File: src/taq_pkg.sv
// Shared types and constants for the two-class age-ordered queue.
package taq_pkg;

	localparam int PAY_W = 32;
	localparam int TAG_W = 6;

	typedef enum logic [1:0] {
		KIND_ADD      = 2'd0,
		KIND_POLL_ANY = 2'd1,
		KIND_POLL_DOG = 2'd2,
		KIND_POLL_CAT = 2'd3
	} kind_t;

	typedef struct packed {
		logic [PAY_W-1:0] payload;
		logic [TAG_W-1:0] tag;
	} cell_data_t;

	typedef struct packed {
		logic push;
		logic pop;
	} fifo_ctl_t;

	typedef struct packed {
		logic empty;
		logic full;
		logic single;
	} fifo_sts_t;

endpackage

File: src/taq_cell.sv
// One storage cell of a shifting queue: loads a new entry or takes its neighbor's.
module taq_cell (
	input  logic                clk,
	input  logic                load,
	input  logic                shift,
	input  taq_pkg::cell_data_t new_data,
	input  taq_pkg::cell_data_t next_data,
	output taq_pkg::cell_data_t data_q
);
	import taq_pkg::*;

	always_ff @(posedge clk) begin
		if (shift) begin
			data_q <= next_data;
		end else if (load) begin
			data_q <= new_data;
		end
	end

endmodule

File: src/taq_chain.sv
// Shifting queue built from a row of cells; the head sits in cell zero.
module taq_chain #(
	parameter int DEPTH = 16
) (
	input  logic                clk,
	input  logic                arst_n,
	input  taq_pkg::fifo_ctl_t  ctl,
	input  taq_pkg::cell_data_t wr_data,
	output taq_pkg::cell_data_t head,
	output taq_pkg::fifo_sts_t  sts
);
	import taq_pkg::*;

	localparam int CNT_W = $clog2(DEPTH + 1);

	logic [CNT_W-1:0] count_q;
	cell_data_t       cell_d [DEPTH];

	for (genvar i = 0; i < DEPTH; i++) begin : g_cell
		cell_data_t nbr;
		if (i == DEPTH - 1) begin : g_last
			assign nbr = cell_d[i];
		end else begin : g_mid
			assign nbr = cell_d[i+1];
		end
		taq_cell u_cell (
			.clk       (clk),
			.load      (ctl.push && (count_q == CNT_W'(i))),
			.shift     (ctl.pop),
			.new_data  (wr_data),
			.next_data (nbr),
			.data_q    (cell_d[i])
		);
	end

	always_ff @(posedge clk or negedge arst_n) begin
		if (!arst_n) begin
			count_q <= '0;
		end else if (ctl.push) begin
			count_q <= count_q + CNT_W'(1);
		end else if (ctl.pop) begin
			count_q <= count_q - CNT_W'(1);
		end
	end

	assign head       = cell_d[0];
	assign sts.empty  = (count_q == '0);
	assign sts.full   = (count_q == CNT_W'(DEPTH));
	assign sts.single = (count_q == CNT_W'(1));

endmodule

File: src/two_class_age_ordered_queue_top.sv
// Top level of the two-class age-ordered queue.
//
// Input items arrive on s_axis: tuser carries the kind (add, poll oldest,
// poll class 0, poll class 1) and the class of an added item, tdata the
// payload. Every item gives exactly one result item on m_axis: tuser holds
// found and the class of the removed item, tdata the removed payload, the
// overflow flag and the three empty flags as they stand after the item.
// Each class keeps a row of cells that shifts toward the head on a poll;
// an add writes the cell at the fill count. A shared 6-bit arrival tag is
// compared modulo 64 to pick the older head on a poll for the oldest item.
// Result valid is registered and rises in the cycle after input accept.
// One item per cycle is taken while the result register is empty or
// being drained. When the receiver stalls, s_axis_tready drops until
// the held result is taken. Reset clears the fill counts, the tag
// counter and the result valid flag; queue contents need no clearing
// and the block is ready as soon as reset is released.
module two_class_age_ordered_queue_top #(
	parameter int QUEUE_DEPTH = 16
) (
	input  logic        clk,
	input  logic        arst_n,
	input  logic        s_axis_tvalid,
	output logic        s_axis_tready,
	input  logic [31:0] s_axis_tdata,  // payload[31:0]
	input  logic [2:0]  s_axis_tuser,  // kind[1:0], item_class[2]
	output logic        m_axis_tvalid,
	input  logic        m_axis_tready,
	output logic [39:0] m_axis_tdata,  // out_payload[31:0], overflow[32], all_empty[33],
	                                   // dog_empty[34], cat_empty[35], zero[39:36]
	output logic [1:0]  m_axis_tuser   // found[0], out_class[1]
);
	import taq_pkg::*;

	logic             acc;
	kind_t            kind;
	logic             cls;
	logic             take_dog, take_cat, add_dog, add_cat, ovf;
	logic [TAG_W-1:0] tag_diff;
	logic [TAG_W-1:0] next_tag_q;
	fifo_ctl_t        dog_ctl, cat_ctl;
	fifo_sts_t        dog_sts, cat_sts;
	cell_data_t       dog_head, cat_head, wr_data;
	logic             dog_empty_n, cat_empty_n;
	logic             out_valid_q;
	logic             found_q, out_class_q, ovf_q;
	logic             dog_empty_q, cat_empty_q;
	logic [PAY_W-1:0] out_payload_q;
	logic [PAY_W-1:0] sel_payload;

	assign s_axis_tready = !out_valid_q || m_axis_tready;
	assign acc           = s_axis_tvalid && s_axis_tready;
	assign kind          = kind_t'(s_axis_tuser[1:0]);
	assign cls           = s_axis_tuser[2];
	assign tag_diff      = cat_head.tag - dog_head.tag;

	always_comb begin
		take_dog = 1'b0;
		take_cat = 1'b0;
		add_dog  = 1'b0;
		add_cat  = 1'b0;
		ovf      = 1'b0;
		unique case (kind)
			KIND_ADD: begin
				if (cls) begin
					ovf     = cat_sts.full;
					add_cat = !cat_sts.full;
				end else begin
					ovf     = dog_sts.full;
					add_dog = !dog_sts.full;
				end
			end
			KIND_POLL_ANY: begin
				if (!dog_sts.empty && !cat_sts.empty) begin
					take_dog = (tag_diff != '0) && !tag_diff[TAG_W-1];
					take_cat = !take_dog;
				end else begin
					take_dog = !dog_sts.empty;
					take_cat = !cat_sts.empty;
				end
			end
			KIND_POLL_DOG: take_dog = !dog_sts.empty;
			KIND_POLL_CAT: take_cat = !cat_sts.empty;
			default: ;
		endcase
	end

	assign dog_ctl.push = acc && add_dog;
	assign dog_ctl.pop  = acc && take_dog;
	assign cat_ctl.push = acc && add_cat;
	assign cat_ctl.pop  = acc && take_cat;

	assign wr_data.payload = s_axis_tdata;
	assign wr_data.tag     = next_tag_q;

	taq_chain #(.DEPTH(QUEUE_DEPTH)) u_dog (
		.clk     (clk),
		.arst_n  (arst_n),
		.ctl     (dog_ctl),
		.wr_data (wr_data),
		.head    (dog_head),
		.sts     (dog_sts)
	);

	taq_chain #(.DEPTH(QUEUE_DEPTH)) u_cat (
		.clk     (clk),
		.arst_n  (arst_n),
		.ctl     (cat_ctl),
		.wr_data (wr_data),
		.head    (cat_head),
		.sts     (cat_sts)
	);

	assign dog_empty_n = dog_sts.empty ? !add_dog : (take_dog && dog_sts.single);
	assign cat_empty_n = cat_sts.empty ? !add_cat : (take_cat && cat_sts.single);
	assign sel_payload = take_dog ? dog_head.payload :
	                     take_cat ? cat_head.payload : '0;

	always_ff @(posedge clk or negedge arst_n) begin
		if (!arst_n) begin
			next_tag_q  <= '0;
			out_valid_q <= 1'b0;
		end else begin
			if (acc && (add_dog || add_cat)) begin
				next_tag_q <= next_tag_q + TAG_W'(1);
			end
			if (acc) begin
				out_valid_q <= 1'b1;
			end else if (m_axis_tready) begin
				out_valid_q <= 1'b0;
			end
		end
	end

	always_ff @(posedge clk) begin
		if (acc) begin
			found_q       <= take_dog || take_cat;
			out_class_q   <= take_cat;
			out_payload_q <= sel_payload;
			ovf_q         <= ovf;
			dog_empty_q   <= dog_empty_n;
			cat_empty_q   <= cat_empty_n;
		end
	end

	assign m_axis_tvalid = out_valid_q;
	assign m_axis_tdata  = {4'b0000, cat_empty_q, dog_empty_q, dog_empty_q && cat_empty_q,
	                        ovf_q, out_payload_q};
	assign m_axis_tuser  = {out_class_q, found_q};

endmodule

File: config.mk
export PLATFORM = sky130hd
export DESIGN_NAME = two_class_age_ordered_queue_top
export DESIGN_NICKNAME = d
export VERILOG_FILES = /design/src/taq_pkg.sv /design/src/taq_cell.sv /design/src/taq_chain.sv /design/src/two_class_age_ordered_queue_top.sv
export SDC_FILE = /design/constraint.sdc
export NUM_CORES = 1
export LEC_CHECK = 0
export ABC_AREA = 1
export BUFFER_PORTS_ARGS = -buffer_cell sky130_fd_sc_hd__buf_2
export CAP_MARGIN = 10
export CORE_MARGIN = 2
export CORE_UTILIZATION = 43
export DETAILED_ROUTE_END_ITERATION = 8
export GPL_TIMING_DRIVEN = 0
export PLACE_DENSITY = 0.57
export SETUP_SLACK_MARGIN = 0.15
export SLEW_MARGIN = 25
export SYNTH_ARGS = -nofsm -noshare
export SYNTH_HDL_FRONTEND = slang
export SYNTH_SLANG_ARGS = --single-unit
export TNS_END_PERCENT = 100
File: constraint.sdc
create_clock -name clk -period 14.45 [get_ports clk]
set_clock_uncertainty 0.15 [all_clocks]
set_input_delay 2.1675 -clock clk [delete_from_list [all_inputs] [get_ports clk]]
set_output_delay 2.1675 -clock clk [all_outputs]
set_load 0.005 [all_outputs]
==> results of run 1 <==
-- layer usage --
metal | routed length, µm | vias up | part of all wire
met5 | 0 | - | 0
met1 | 51700 | 12900 | 0.48
li1 | - | 15200 | -
met4 | 4100 | 0 | 0.038
met3 | 4390 | 196 | 0.041
met2 | 46800 | 552 | 0.44
-- sequential cells by signal (all words and copies together), names as in the netlist --
signal and count:
cat_empty_q 1, dog_empty_q 1, found_q 1, m_axis_tvalid 1, next_tag_q 6, out_class_q 1
out_payload_q 32, ovf_q 1, u_cat.count_q 5, u_cat.g_cell.u_cell.data_q 608, u_dog.count_q 5, u_dog.g_cell.u_cell.data_q 608
-- critical path, delay by kind of cell --
| family | cells | cell delay (ns) |
|---|---|---|
| and+or+nand+nor | 1 | 0.07 |
| buffers and inverters | 3 | 0.27 |
-- cells by family (layout without fill, tap and decap cells) --
| family | count (synthesis) | in the layout | share of synthesized area |
|---|---|---|---|
| AO/OA/AOI/OAI | 610 | 610 | 0.0591 |
| multiplexers | 1 | 1 | 0.000217 |
| flip-flops | 1270 | 1270 | 0.733 |
| adder cells (fa/ha/maj) | 23 | 23 | 0.00569 |
| buffers and inverters | 913 | 1267 | 0.0764 |
| other | 1 | 6 | 0.0000723 |
| XOR/XNOR | 17 | 17 | 0.00287 |
| AND/OR/NAND/NOR | 1449 | 1449 | 0.122 |
-- cells in the final DEF (no fill, tap or decap), drive strengths merged --
master       n
a31o         1
o22ai        2
mux2         1
and3         2
o21ai      600
conb         4
clkinvlp     3
or2          1
clkinv      39
nand3      638
nand2      787
edfxtp    1253
xor2        12
nand4        1
nor2        18
clkbuf     285
a21oi        3
nor3         1
nand3b       1
bufinv       9
ha          22
o31ai        4
xnor2        5
buf        315
diode        2
inv        616
fa           1
dfrtp       17
-- synthesized netlist by cell type --
library cell | number | area share
a21oi_1 | 3 | 0.00029
nand3b_1 | 1 | 0.00014
nor3_1 | 1 | 0.000096
inv_2 | 5 | 0.00036
mux2_2 | 1 | 0.00022
and3_1 | 2 | 0.00024
ha_1 | 22 | 0.0053
nand4_1 | 1 | 0.00012
nor2_1 | 16 | 0.0012
or2_2 | 1 | 0.00012
nand2_2 | 37 | 0.0045
edfxtp_1 | 1253 | 0.72
o21ai_1 | 200 | 0.019
buf_1 | 5 | 0.00036
xor2_1 | 12 | 0.0020
buf_2 | 107 | 0.010
dfrtp_1 | 17 | 0.0082
buf_4 | 64 | 0.0093
inv_1 | 608 | 0.044
o31ai_1 | 4 | 0.00058
conb_1 | 1 | 0.000072
buf_6 | 22 | 0.0048
o22ai_1 | 2 | 0.00024
nand2_1 | 750 | 0.054
o21ai_0 | 400 | 0.039
nand3_1 | 637 | 0.061
a31o_2 | 1 | 0.00017
fa_1 | 1 | 0.00039
xnor2_1 | 5 | 0.00084
clkbuf_1 | 102 | 0.0074
nor2_2 | 2 | 0.00024
nand3_2 | 1 | 0.00019
-- report_power, final --
| part | switching, µW | internal (µW) | total, µW |
|---|---|---|---|
| registers | 112 | 4570 | 4680 |
| clock network | 1350 | 1970 | 3330 |
| logic | 1010 | 431 | 1440 |
| total | 2480 | 6970 | 9450 |
-- final timing paths --
| check | endpoint | slack (ns) | cells past startpoint |
|---|---|---|---|
| max | s_axis_tready | 9.63 | 4 |
| min | u_cat.g_cell[11].u_cell.data_q[33]$_DFFE_PP_ | 0.39 | 2 |
| max reg2reg | u_dog.g_cell[11].u_cell.data_q[0]$_DFFE_PP_ | 10.29 | 18 |
| min reg2reg | u_cat.g_cell[11].u_cell.data_q[33]$_DFFE_PP_ | 0.39 | 2 |
| max in group asynchronous | u_cat.count_q[0]$_DFFE_PN0P_ | 12.52 | 1 |
| min in group asynchronous | m_axis_tvalid$_DFFE_PN0P_ | 1.26 | 1 |
-- area by class of cell --
type / count / area, µm²
timing repair buffer: 117 / 1330
multi-input combinational: 2104 / 10300
inverter: 613 / 2300
buffer: 300 / 1670
fill: 10700 / 59900
sequential: 1270 / 38100
clock inverter: 54 / 493
clock buffer: 183 / 3750
antenna: 2 / 5.00
tap: 1612 / 2020
-- per-stage QoR --
stage | setup WS (ns) | cells
global route | 9.58 | 6253
finish | 9.63 | 6255
CTS | 9.62 | 6253
floorplan | 7.96 | 4287
detailed placement | 9.16 | 6016
global placement | 6.01 | 5977
==> results.toml, run 1 <==
[synth]
avgSynthCellArea_um2 = 12.1
synth_area_mm2 = 0.0519
synth_seq_cells = 1270
seq_area_frac_synth = 0.733
netlist-cell-type-count = 32
ys_warn_count = 0
syn_inst = 4284

[clocking]
numCtsBuffers = 136
cts_hold_buf = 0
clk_path_buf_depth = 3
clkSinkCount = 1270
insertion_delay_ns = 0.72
cts_setup_buffers = 0
cts_tree = "built"
htreeDepth = 4
cts.repair.resized = 0
clk_pin_slew_ns = 0.06
cts_root_buffer = "clkbuf_16"

[timing]
period_share = 0.334
fin_hold_ws_ns = 0.386
relSlewSlack = 0.456
fin_crit_ns = 4.82
setup_viol = 0
tns_ns = 0
max_clock_freq_mhz = 207
tightest_slew_ns = 0.816
hold_violations = 0
finalMaxSlewViolations = 0
rsz0062_at_grt = "false"

[worst_setup_path]
crit_path_start = "m_axis_tready"
crit_arrival_ns = 2.51
path_cells = "buf_2 > inv_1 > nand2_1 > buf_2"
max_stage_delay_ns = 0.13
crit_path_end_kind = "primary output"
crit_slowest_cell = "buf_2"
worstPathMaxFanout = 3
r2r_start = "u_dog.g_cell[0].u_cell.data_q[0]$_DFFE_PP_"
startpoint_type = "primary input"
path_class = "in2out"
critical_path_required_ns = 12.13
cp_common_cell = "buf_2"

[grt]
grt_antenna_before_repair = 3
grt_pass1_vias = 28500
gr-total-overflow = 0
grt_util_met2 = 0.271
gr-usage-all-layers = 0.179
grt_pass1_wl_mm = 167
met1_usage = 0.258
grt_max_degree = 29
busiest_layer = "met2"
use_met3 = 0.0282

[cells_and_area]
nets = 4604
drive_gt1_frac = 0.123
area.growth.synth_to_final_pct = 15.3
final_design_area_no_fill_mm2 = 0.0599
fin_util = 0.500

[routing]
dr.pass1.iters = 5
drt-initial-drc-count = 1950
ant_nets = 0
route.detailed.drc = 0
vias_per_cell = 4.60
wire_per_inst_um = 17.1
wl_mm = 107
num_vias = 28800

[die]
io_pins = 83
die_area_mm2 = 0.123
core-area_mm2 = 0.120
start_util = 0.433
die_width_um = 351
rows = 127
fp.dieH_um = 351

[pwr]
power.density_mw_per_mm2 = 158
power.total_uw = 9450
ir_drop_mv = 0.115
power.leakage_uw = 0.0235

[placement]
placed_area_mm2 = 0.0556
dp_hpwl_mm = 81.1
gp_congestion = 0.866
io_buffers = 78

[hold_path]
hold_path.class = "reg2reg"
hp-start = "u_cat.g_cell[12].u_cell.data_q[33]$_DFFE_PP_"

[run_status]
outcome = "finished clean"

[run]
drv_cap = 0
(Power assumes the default switching activity.)
==> inputs of run 2 (changes only) <==
Settings changed: ABC_AREA 1 to 0, PLACE_DENSITY 0.57 to 0.59.
Clock period 14.45 ns to 4.25 ns, I/O delays scaled along.
==> results.toml, run 2 <==
[routing]
route.detailed.drc = 0
vias_per_cell = 5.04
dr.pass1.iters = 5
ant_nets = 0
num_vias = 25000
drt-initial-drc-count = 1835
wl_mm = 103
wire_per_inst_um = 20.7

[placement]
io_buffers = 78
gp_congestion = 0.877
placed_area_mm2 = 0.0543
dp_hpwl_mm = 74.6

[timing]
max_clock_freq_mhz = 251
finalMaxSlewViolations = 0
fin_crit_ns = 3.98
period_share = 0.936
tns_ns = 0
setup_viol = 0
fin_hold_ws_ns = 0.0619
rsz0062_at_grt = "true"
tightest_slew_ns = 0.896
hold_violations = 0
relSlewSlack = 0.403

[synth]
syn_inst = 3018
ys_warn_count = 0
synth_largest_area_cell = "edfxtp_1"
synth_common_cells = "edfxtp_1 (1253), a21o_1 (1140), buf_2 (118), buf_6 (68), buf_4 (60)"
synth_area_mm2 = 0.0507
yosys.area_share.simple = 0.0196
synth.top_cells.by_area = "edfxtp_1 (74%), a21o_1 (17%), buf_6 (1.5%)"
synth.area.mux_share = 0.000814
synth_compound_area_frac = 0.182
synth_edf_count = 1253
seq_area_frac_synth = 0.750
synthAdderAreaFrac = 0.00582
avgSynthCellArea_um2 = 16.8
netlist-cell-type-count = 47
synth_seq_cells = 1270
async_flop_share = 0.0134
synth_ff_type = "edfxtp_1"
synth_most_common_cell = "edfxtp_1"
synthXorXnorAreaFrac = 0.00294
synth_top_area_share = 0.742
synth_top_family_by_area = "compound AO/OA/AOI/OAI gates"

[grt]
grt_pass1_vias = 25500
gr-usage-all-layers = 0.174
grt_pass1_wl_mm = 160
gr-total-overflow = 0
grt_antenna_before_repair = 8
grt_max_degree = 38

[hold_path]
hold_path.class = "in2reg"

[die]
die_area_mm2 = 0.121
die_width_um = 347
fp.dieH_um = 347
rows = 126
core-area_mm2 = 0.117
io_pins = 83
start_util = 0.432

[worst_setup_path]
cp_common_cell = "buf_2"
critical_path_required_ns = 4.68
startpoint_type = "register"
cp_top_family = "compound AO/OA/AOI/OAI gates"
path_cells = "ha_1 > fa_1 > nand2b_1 > a21oi_1 > xor2_1 > o311ai_4 > a21oi_4 > buf_2 > buf_2 > buf_4 > a21o_1"
crit_slowest_cell = "a21oi_4"
path_class = "reg2reg"
worstPathMaxFanout = 10
crit_arrival_ns = 4.41
crit_path_end_kind = "register"
crit_buf_inv = 3
max_stage_delay_ns = 0.57
r2r_setup_slack_ns = 0.27

[cells_and_area]
final_cell_mix = "edfxtp_1 (1253), a21o_1 (1140), buf_2 (195)"
layout_commonest_cell = "edfxtp_1"
area.growth.synth_to_final_pct = 16.3
fin_util = 0.502
top_regs = "u_cat.g_cell.u_cell.data_q x608, u_dog.g_cell.u_cell.data_q x608, out_payload_q x32"
fill_cells = 9632
drive_gt1_frac = 0.186
final_design_area_no_fill_mm2 = 0.0590
nets = 3378

[clocking]
htreeDepth = 4
numCtsBuffers = 133
cts_tree = "built"
clk_pin_slew_ns = 0.06
clkSinkCount = 1270
cts_root_buffer = "clkbuf_16"
insertion_delay_ns = 0.73
clk_path_buf_depth = 3

[run]
drv_cap = 0

[pwr]
power.leakage_uw = 0.0257
ir_drop_mv = 0.415
power.density_mw_per_mm2 = 514

[run_status]
outcome = "finished clean"
-- run 2: cell types whose count changed in the layout (fill, tap and decap cells not counted), sizes merged, moves of 92 or more --
cell and change:
a21o +1140, clkbuf -92, nand2 -762, nand3 -628, inv -589, o21ai -586
-- run 2: per-layer routing --
metal  routed length (µm)  vias to the layer above  global-route usage
met5                   57                        -                   0
met2                44600                      569               0.255
met1                50500                    12100               0.264
li1                     -                    12200                   -
met3                 4920                      145              0.0301
met4                 2570                       10              0.0540
-- run 2: final cells by class --
| type | count | area [µm²] | share of cell area |
|---|---|---|---|
| Tap cell | 1536 | 1920 | 0.0326 |
| Timing Repair Buffer | 157 | 1770 | 0.0299 |
| Clock buffer | 166 | 3540 | 0.0600 |
| Buffer | 272 | 1920 | 0.0326 |
| Sequential cell | 1270 | 38100 | 0.645 |
| Antenna cell | 2 | 5.00 | 0.0000849 |
| Inverter | 20 | 75.1 | 0.00127 |
| Clock inverter | 70 | 592 | 0.0100 |
| Multi-Input combinational cell | 1462 | 11100 | 0.188 |
-- run 2: what timing repair did --
| item | in CTS | in global routing |
|---|---|---|
| gates cloned | 3 | 0 |
| setup buffers | 10 | 26 |
| endpoints found under the setup margin | 1558 | 414 |
| pin swaps | 6 | 6 |
| resized for setup | 16 | 11 |
| hold buffers | 3 | 0 |
| endpoints found under the hold margin | 20 | 0 |
-- run 2: final timing paths --
check | startpoint | end | depth (start not counted)
hold / removal | s_axis_tdata[24] | u_dog.g_cell[15].u_cell.data_q[30]$_DFFE_PP_ | 1
min in group asynchronous | arst_n | m_axis_tvalid$_DFFE_PN0P_ | 2
max in group asynchronous | arst_n | u_cat.count_q[0]$_DFFE_PN0P_ | 2
setup reg to reg | u_dog.g_cell[0].u_cell.data_q[0]$_DFFE_PP_ | u_dog.g_cell[0].u_cell.data_q[37]$_DFFE_PP_ | 11
hold reg to reg | u_cat.g_cell[8].u_cell.data_q[16]$_DFFE_PP_ | u_cat.g_cell[7].u_cell.data_q[16]$_DFFE_PP_ | 1
setup / recovery | u_dog.g_cell[0].u_cell.data_q[0]$_DFFE_PP_ | u_dog.g_cell[0].u_cell.data_q[37]$_DFFE_PP_ | 11
-- run 2: through the flow --
stage	power, µW	worst slack (ns)	std cells
5_1_grt	31500	0.124	4954
4_1_cts	30600	0.117	4927
3_5_place_dp	19500	-0.539	4675
2_1_floorplan	18200	-0.722	3021
6_report	30300	0.271	4955
3_3_place_gp	19200	-2.88	4635
-- run 2: cell families after synthesis --
group | after synthesis
DFF | 1270
buffers and inverters | 292
xor gates and xnor gates | 17
adders and majority gates | 23
other | 1
AOI/OAI and AO/OA | 1228
and+or+nand+nor | 183
muxes | 4
-- run 2: power by group --
group          total, µW  internal, µW  switching [µW]
clock              11000          6390            4620
combinational       3920          1640            2270
sequential         15400         15100             318
-- run 2: worst register-to-register path, stage by stage, from the launching register on --
cell and delay, ns:
edfxtp_1 0.45, ha_1 0.26, fa_1 0.40, nand2b_1 0.16
a21oi_1 0.16, xor2_1 0.25, o311ai_4 0.19, a21oi_4 0.57
buf_2 0.44, buf_2 0.34, buf_4 0.29, a21o_1 0.19
